<file path="src/rtl/dmpid_pkg.sv">
// Shared widths, register indexes, reset values and lane control type
// of the wheel PID core. No dependencies.
package dmpid_pkg;

  localparam int unsigned MEAS_W  = 31;
  localparam int unsigned ERR_W   = 32;
  localparam int unsigned X_W     = 35;
  localparam int unsigned GAIN_W  = 32;
  localparam int unsigned CLAMP_W = 31;
  localparam int unsigned ACC_W   = 48;
  localparam int unsigned DRIVE_W = 32;
  localparam int unsigned CFG_W   = 32;
  localparam int unsigned IDX_W   = 3;
  localparam int unsigned NSTG    = 5;

  localparam int     ERR_SUM_BOUND = 10000;
  localparam longint SUM_CAP       = 64'sd2147483647;

  localparam logic [GAIN_W-1:0]  RST_GAIN_P = 32'd576717;
  localparam logic [GAIN_W-1:0]  RST_GAIN_I = 32'd0;
  localparam logic [GAIN_W-1:0]  RST_GAIN_D = 32'd0;
  localparam logic [CLAMP_W-1:0] RST_ICLAMP = 31'd327680000;
  localparam logic [CLAMP_W-1:0] RST_OCLAMP = 31'd589824000;

  typedef enum logic [IDX_W-1:0] {
    CFG_INCR_MODE = 3'd0,
    CFG_GAIN_P    = 3'd1,
    CFG_GAIN_I    = 3'd2,
    CFG_GAIN_D    = 3'd3,
    CFG_ICLAMP    = 3'd4,
    CFG_OCLAMP    = 3'd5
  } cfg_idx_e;

  typedef struct packed {
    logic [NSTG-1:0] load;
    logic            st_upd;
    logic            acc_upd;
    logic            incr;
  } lane_ctl_t;

endpackage

</file>
<file path="src/rtl/dmpid_merge.sv">
// Merging stage: clamps every lane's value to the output limit, applies
// zero mode and registers the packed result item. Depends on dmpid_pkg.
module dmpid_merge #(
  parameter int unsigned LANES = 4,
  parameter int unsigned PRE_W = 54
) (
  input  logic                                  clk_i,
  input  logic                                  load_i,
  input  logic                                  zero_i,
  input  logic        [dmpid_pkg::CLAMP_W-1:0]  oclim_i,
  input  logic signed [PRE_W-1:0]               pre_i [LANES],
  output logic [LANES*dmpid_pkg::DRIVE_W-1:0]   tdata_o
);
  import dmpid_pkg::*;

  logic signed [PRE_W-1:0]       oc_s;
  logic signed [PRE_W-1:0]       lim [LANES];
  logic [LANES*DRIVE_W-1:0]      tdata_d, tdata_q;

  assign oc_s = $signed({{(PRE_W-CLAMP_W){1'b0}}, oclim_i});

  always_comb begin
    for (int l = 0; l < LANES; l++) begin
      if (pre_i[l] > oc_s) begin
        lim[l] = oc_s;
      end else if (pre_i[l] < -oc_s) begin
        lim[l] = -oc_s;
      end else begin
        lim[l] = pre_i[l];
      end
      tdata_d[l*DRIVE_W +: DRIVE_W] = zero_i ? '0 : DRIVE_W'(lim[l]);
    end
  end

  always_ff @(posedge clk_i) begin
    if (load_i) begin
      tdata_q <= tdata_d;
    end
  end

  assign tdata_o = tdata_q;

endmodule

</file>
<file path="config.mk">
export PLATFORM = sky130hd
export DESIGN_NAME = dmpid_merge
export DESIGN_NICKNAME = d
export VERILOG_FILES = /design/src/rtl/dmpid_pkg.sv /design/src/rtl/dmpid_merge.sv
export SDC_FILE = /design/constraint.sdc
export NUM_CORES = 1
export LEC_CHECK = 0
export ABC_AREA = 1
export BUFFER_PORTS_ARGS = -buffer_cell sky130_fd_sc_hd__buf_2
export CAP_MARGIN = 10
export CORE_MARGIN = 10
export CORE_UTILIZATION = 40
export CTS_CLUSTER_DIAMETER = 80
export DETAILED_ROUTE_END_ITERATION = 12
export GPL_ROUTABILITY_DRIVEN = 0
export HOLD_SLACK_MARGIN = 0.05
export PLACE_DENSITY = 0.65
export RECOVER_POWER = 50
export SLEW_MARGIN = 20
export SYNTH_ARGS = -nofsm -noshare
export SYNTH_HDL_FRONTEND = slang
export SYNTH_SLANG_ARGS = --single-unit
</file>
<file path="constraint.sdc">
create_clock -name clk_i -period 4.3 [get_ports clk_i]
set_input_delay 0.43 -clock clk_i [delete_from_list [all_inputs] [get_ports clk_i]]
set_output_delay 0.43 -clock clk_i [all_outputs]
set_load 0.05 [all_outputs]
</file>
==> summary.md, run 1 <==
| Metric | Value |
|---|---|
| Fin crit share | `98.1%` |
| Hold-critical path depth | `3` |
| Sequential fraction of design power | `30.0%` |
| Ratio of cells with drive above 1 in the final layout | `24.4%` |
| Area of the multi-input gates | `11600 um2` |
| Final setup vio count | `0` |
| Int Pwr | `3.05 mW` |
| # rows | `73` |
| Max clock buf depth | `2` |
| Number of distinct library cells after synthesis | `42` |
| Pleak | `11.3 nW` |
| Maximum vdd ir drop | `317 uV` |
| Dpl hpwl | `63.1 mm` |
| Via Count | `19500` |
| Combinational Power Share | `39.1%` |
| Critical Path AT | `4.45 ns` |
| Root buf cell | `clkbuf_16` |
| Area Overhead vs Synth | `32.6%` |
| FF/Latch Area | `3840 um2` |
| Design Area, Final | `21600 um2` |
| Maxcap violations | `1` |
| Min Clock Period, post-route | `4.22 ns` |
| Clock Pin Slew Worst Setup and Hold Paths | `0.07 ns` |
| Die Span Y | `222 um` |
| Overall Global Routing Usage | `30.3%` |
| Via/cell ratio | `5.72` |
| Wirelength per Cell | `23.2 um` |
| Hold Path End | `tdata_o[32]` |
| Fmax | `237 MHz` |
| Status | `finished with violations` |
| IO Pins | `378` |
| Crit Path Max Fanout | `7` |
| H-tree level count | `4` |
| DP Worst Slack | `-0.819 ns` |
| Hold/Removal Path Class | `in -> reg` |
| CP Launch Type | `primary input` |
| Actual slew at the worst max-slew pin | `3.69 ns` |
| Sequential area share after synthesis | `23.6%` |
| CP Capture Type | `flip-flop` |
| # nets final | `3432` |
| Min setup slack post-route | `0.0803 ns` |
| Die area | `49300 um2` |
| Most Frequent Cell on Critical Path | `nand2_1` |
| Slowest CP cell | `nor3_2` |
| Placed Instance Area | `20600 um2` |
| Starting Density | `40.8%` |
| Final ANT Viol Nets | `0` |
| CTS buffer count | `17` |
| Vias in the first global route | `19200` |
| Yosys warning total | `0` |
| Fillers | `3885` |
| Failing checks | `capacitance limit, slew limit` |
| Yosys reg bits | `128` |
| Power share of the clock group | `30.9%` |
| Final design utilization | `54.1%` |
| Max FFs per register | `128` |
| Total Wirelength | `78.9 mm` |
| Slew HR | `-146%` |
| Hold-fix buffer count after cts | `0` |
| PwrDens | `239 nW/um2` |
| Pin count of the biggest net entering global routing | `73` |
| Global-route wire length before repair | `115 mm` |
| Avg Synthesized Cell Area | `7.21 um2` |
| Mapped Area | `16300 um2` |
| Slowest stage delay, CP | `0.27 ns` |
| # DRC | `0` |
| IO buf count | `377` |
| Synth Instances | `2261` |
| Crit path launch | `oclim_i[0]` |
| Critical path data required time | `4.53 ns` |
| Synth Net Count | `2840` |
| Final Hold Vio Count | `0` |
| Initial antenna violation count | `12` |
| Chip width | `222 um` |
| P_sw | `2.12 mW` |
| Sw frac | `41.0%` |
| DR pass1 iterations | `7` |
| Core Area | `40000 um2` |
| Min-delay src | `pre_i[108]` |
| Critical path class | `in -> reg` |
| Grt total ovfl | `0` |
| Initial drt markers | `2373` |
| CTS tree | `built` |
| Count of pins over their slew limit | `57` |
| Clk sinks | `128` |
placed cells by master (no fill, tap or decap), drive strengths merged, types with 67 or more instances in the layout:
master / n
nand2: 632
buf: 552
ha: 329
inv: 247
nand3: 237
nor2: 197
a21oi: 176
edfxtp: 128
clkbuf: 90
o21ai: 67
metal layers:
layer | track usage, % | vias to the layer above | share of wire (%)
li1 | - | 8968 | -
met1 | 36.8 | 8974 | 38
met2 | 47.8 | 1271 | 44
met3 | 8.56 | 252 | 12
met4 | 15.8 | 6 | 5.2
met5 | 0 | - | 0.046
what timing repair did:
item | 4_1_cts | 5_1_grt
pin swaps | 6 | 14
buffers inserted | 2 | 5
setup endpoints to repair | 95 | 125
gates resized for setup | 25 | 52
cloned | 1 | 5
cell families after synthesis:
kind of cell / after synthesis / share of synthesized area [%]
buf+inv: 299 / 7.39
xor+xnor: 24 / 1.29
flops: 128 / 23.6
fa+ha+maj: 329 / 25.2
compound gates: 284 / 9.43
simple gates: 1197 / 33.1
power by group through the flow:
stage	registers (mW)	logic, mW	clock network [mW]
floorplan	1.96	0.740	0
detailed placement	1.57	1.95	0
global route	1.56	2.17	1.65
global placement	1.57	1.90	0
finish	1.55	2.02	1.60
CTS	1.55	1.97	1.60
stage by stage:
| step | TNS, ns | std cells | total power, mW | hold slack, ns |
|---|---|---|---|---|
| finish | 0 | 3405 | 5.17 | 0.355 |
| global route | -1.36 | 3396 | 5.38 | 0.365 |
| CTS | 0 | 3381 | 5.12 | 0.348 |
| detailed placement | -77.18 | 3346 | 3.52 | 0.821 |
| global placement | -64.48 | 3346 | 3.48 | 0.816 |
| floorplan | 0 | 2261 | 2.70 | 0.542 |
how the worst max path moves through the flow:
stage / endpoint / slack [ns] / depth (start not counted)
3_5_place_dp: tdata_o[4] / -0.82 / 29
3_3_place_gp: tdata_o[5] / -0.67 / 29
4_1_cts: tdata_o[22] / 0.005 / 29
2_1_floorplan: tdata_o[52] / 0.08 / 28
5_1_grt: tdata_o[0] / -0.06 / 30
6_report: tdata_o[5] / 0.08 / 30
synth_stat cells:
| library cell | number | share of area (%) |
|---|---|---|
| nand4_1 | 41 | 1.6 |
| o221ai_1 | 6 | 0.32 |
| xor2_1 | 24 | 1.3 |
| nor3_1 | 19 | 0.58 |
| nor3_2 | 1 | 0.061 |
| nand2_4 | 7 | 0.48 |
| clkbuf_1 | 22 | 0.51 |
| buf_4 | 5 | 0.23 |
| o21ai_0 | 64 | 2.0 |
| or4_1 | 5 | 0.23 |
| nor4_1 | 21 | 0.81 |
| nand3_1 | 226 | 6.9 |
| nor2_2 | 6 | 0.23 |
| nand4_2 | 3 | 0.23 |
| nand3b_1 | 32 | 1.5 |
| ha_1 | 329 | 25 |
| inv_2 | 9 | 0.21 |
| a211oi_1 | 10 | 0.46 |
| inv_1 | 234 | 5.4 |
| o2111a_1 | 1 | 0.069 |
| buf_6 | 6 | 0.41 |
| a31o_2 | 2 | 0.11 |
| o21bai_1 | 6 | 0.28 |
| nor2_4 | 5 | 0.35 |
| nand2_1 | 609 | 14 |
| or2_2 | 4 | 0.15 |
| buf_2 | 16 | 0.49 |
| o21a_1 | 4 | 0.18 |
| a31oi_1 | 1 | 0.038 |
| nor4_2 | 1 | 0.077 |
| nand3_4 | 3 | 0.32 |
| o21ai_1 | 3 | 0.092 |
| o211ai_1 | 9 | 0.41 |
| buf_1 | 3 | 0.069 |
| edfxtp_1 | 128 | 24 |
| nor2_1 | 186 | 4.3 |
| a21oi_1 | 176 | 5.4 |
| a41oi_1 | 2 | 0.11 |
| nand2_2 | 16 | 0.61 |
| nor3b_1 | 4 | 0.18 |
| clkinv_1 | 4 | 0.092 |
| nand3_2 | 8 | 0.49 |
worst max-delay path, delay by kind of cell:
family | cells | cell delay (ns)
adder cells (fa/ha/maj) | 2 | 0.31
buffers and inverters | 8 | 1.14
AND/OR/NAND/NOR | 20 | 2.56
area by class of cell:
class                      instances  area share [%]
multi-input combinational       1834            53.5
timing repair buffer             625            18.4
sequential                       128            17.8
inverter                         247            4.31
tap                              525            3.04
clock buffer                      17            1.97
clock inverter                    15           0.856
antenna                           14           0.162
Power figures use the tool's default switching activity.
==> inputs of run 2 (changes only) <==
BUFFER_PORTS_ARGS = -buffer_cell sky130_fd_sc_hd__clkbuf_2   (was -buffer_cell sky130_fd_sc_hd__buf_2)
==> summary.md, run 2 (synthesized netlist as in run 1, its figures left out) <==
| Metric | Value |
|---|---|
| PwrDens | `233 nW/um2` |
| Clock Pin Slew Worst Setup and Hold Paths | `0.08 ns` |
| Grt total ovfl | `0` |
| Dpl hpwl | `63.3 mm` |
| Chip width | `222 um` |
| Final ANT Viol Nets | `0` |
| Met3 wire len | `9.56 mm` |
| Power share of the clock group | `29.7%` |
| Power, Total | `5.13 mW` |
| Slew HR | `-117%` |
| Highest Signal Layer | `met5` |
| Actual slew at the worst max-slew pin | `3.26 ns` |
| Fin crit share | `101%` |
| Max FFs per register | `128` |
| Root buf cell | `clkbuf_16` |
| RSZ-0062 raised after global routing | `yes` |
| Vias in the first global route | `19500` |
| Commonest non-fill, non-tap cells in the layout | `nand2_1, ha_1, clkbuf_2, inv_1, buf_4` |
| Buf/Inv on CP | `11` |
| Hold_ws | `0.355 ns` |
| Sw frac | `41.5%` |
| CTS buffer count | `17` |
| Fmax | `231 MHz` |
| IO buf count | `377` |
| Clk sinks | `128` |
| Design Area, Final | `22100 um2` |
| Count of pins over their slew limit | `54` |
| # DRC | `0` |
| H-tree level count | `4` |
| Pin count of the biggest net entering global routing | `77` |
| Min setup slack post-route | `-0.0290 ns` |
| P_sw | `2.13 mW` |
| Final Hold Vio Count | `0` |
| Total Wirelength | `79.8 mm` |
| Failing checks | `capacitance limit, slew limit, setup timing` |
| Largest delay share family, worst path | `simple AND/OR/NAND/NOR gates` |
| Int Pwr | `3.00 mW` |
| Crit Path Max Fanout | `6` |
| Pleak | `11.5 nW` |
| Die area | `49300 um2` |
| Wl on met1 | `30.4 mm` |
| Critical path class | `in -> reg` |
| Critical path data required time | `4.53 ns` |
| Final setup vio count | `5` |
| Via/cell ratio | `5.75` |
| Die Span Y | `222 um` |
| Ratio of cells with drive above 1 in the final layout | `27.3%` |
| Min Clock Period, post-route | `4.33 ns` |
| Status | `finished with violations` |
| Overall Global Routing Usage | `30.3%` |
| Metal2 WL | `35.1 mm` |
| Core Area | `40000 um2` |
| Slowest CP cell | `nor4_4` |
| CTS tree | `built` |
| CP Capture Type | `flip-flop` |
| Combinational Power Share | `40.0%` |
| Via Count | `19600` |
| Placed instance count | `3339` |
| DR pass1 iterations | `8` |
| Fillers | `3841` |
| Area Overhead vs Synth | `35.3%` |
| Slowest stage delay, CP | `0.31 ns` |
| Initial drt markers | `1992` |
| Starting Density | `40.8%` |
| Sequential fraction of design power | `30.3%` |
| Maxcap violations | `1` |
| Critical Path Stages | `29` |
| Wirelength per Cell | `23.4 um` |
| Most Frequent Cell on Critical Path | `buf_4` |
| Max clock buf depth | `2` |
| Initial antenna violation count | `9` |
| Critical Path AT | `4.55 ns` |
| Maximum vdd ir drop | `330 uV` |
| # rows | `73` |
| Most common cell after layout, fill and taps aside | `nand2_1` |
| CP Launch Type | `primary input` |
| Hold/Removal Path Class | `in -> reg` |
| Global-route wire length before repair | `116 mm` |
| IO Pins | `378` |
| Post-route insts no fill | `3407` |
| Hold-critical path depth | `3` |
| Placed Instance Area | `20500 um2` |
| # nets final | `3440` |
[run 2: metal layers]
layer	GRT usage, %	up-vias
met5	0	-
met2	47.7	1291
met4	16.9	2
met1	37.0	9042
li1	-	8974
met3	7.82	278
[run 2: final timing paths]
check	from	to
max	oclim_i[19]	tdata_o[123]
min	pre_i[108]	tdata_o[32]
[run 2: power by group through the flow]
stage | logic (mW) | clock network, mW | registers (mW)
5_1_grt | 2.20 | 1.58 | 1.56
3_3_place_gp | 1.90 | 0 | 1.58
2_1_floorplan | 0.740 | 0 | 1.96
6_report | 2.05 | 1.53 | 1.55
4_1_cts | 1.96 | 1.53 | 1.55
3_5_place_dp | 1.94 | 0 | 1.58
[run 2: what timing repair did]
item / CTS / global route
endpoints found under the hold margin: 0 / 0
pin swaps: 5 / 43
resized for setup: 20 / 160
setup endpoints to repair: 60 / 128
setup buffers: 1 / 20
cloned: 1 / 6
hold buffers: 0 / 0
[run 2: tightest hold or removal path, cell delays in order]
cell      delay (ns)
clkbuf_2        0.09
nor2_1          0.04
nor2_1          0.14
[run 2: area by class of cell]
| type | instances | area (um2) | area share [%] |
|---|---|---|---|
| Antenna cell | 8 | 20.0 | 0.0907 |
| Clock buffer | 18 | 429 | 1.95 |
| Clock inverter | 14 | 159 | 0.720 |
| Inverter | 247 | 941 | 4.26 |
| Multi-Input combinational cell | 1834 | 11900 | 53.7 |
| Sequential cell | 128 | 3840 | 17.4 |
| Tap cell | 525 | 657 | 2.98 |
| Timing Repair Buffer | 633 | 4160 | 18.9 |
[run 2: per-stage QoR]
| stage | TNS (ns) | setup slack (ns) | util (%) |
|---|---|---|---|
| 6_report | -0.0854 | -0.0290 | 55.2 |
| 4_1_cts | 0 | 0.00268 | 53.1 |
| 5_1_grt | -3.03 | -0.127 | 55.1 |
| 3_3_place_gp | -53.28 | -0.729 | 51.4 |
| 2_1_floorplan | 0 | 0.0774 | - |
| 3_5_place_dp | -65.94 | -0.822 | 51.4 |
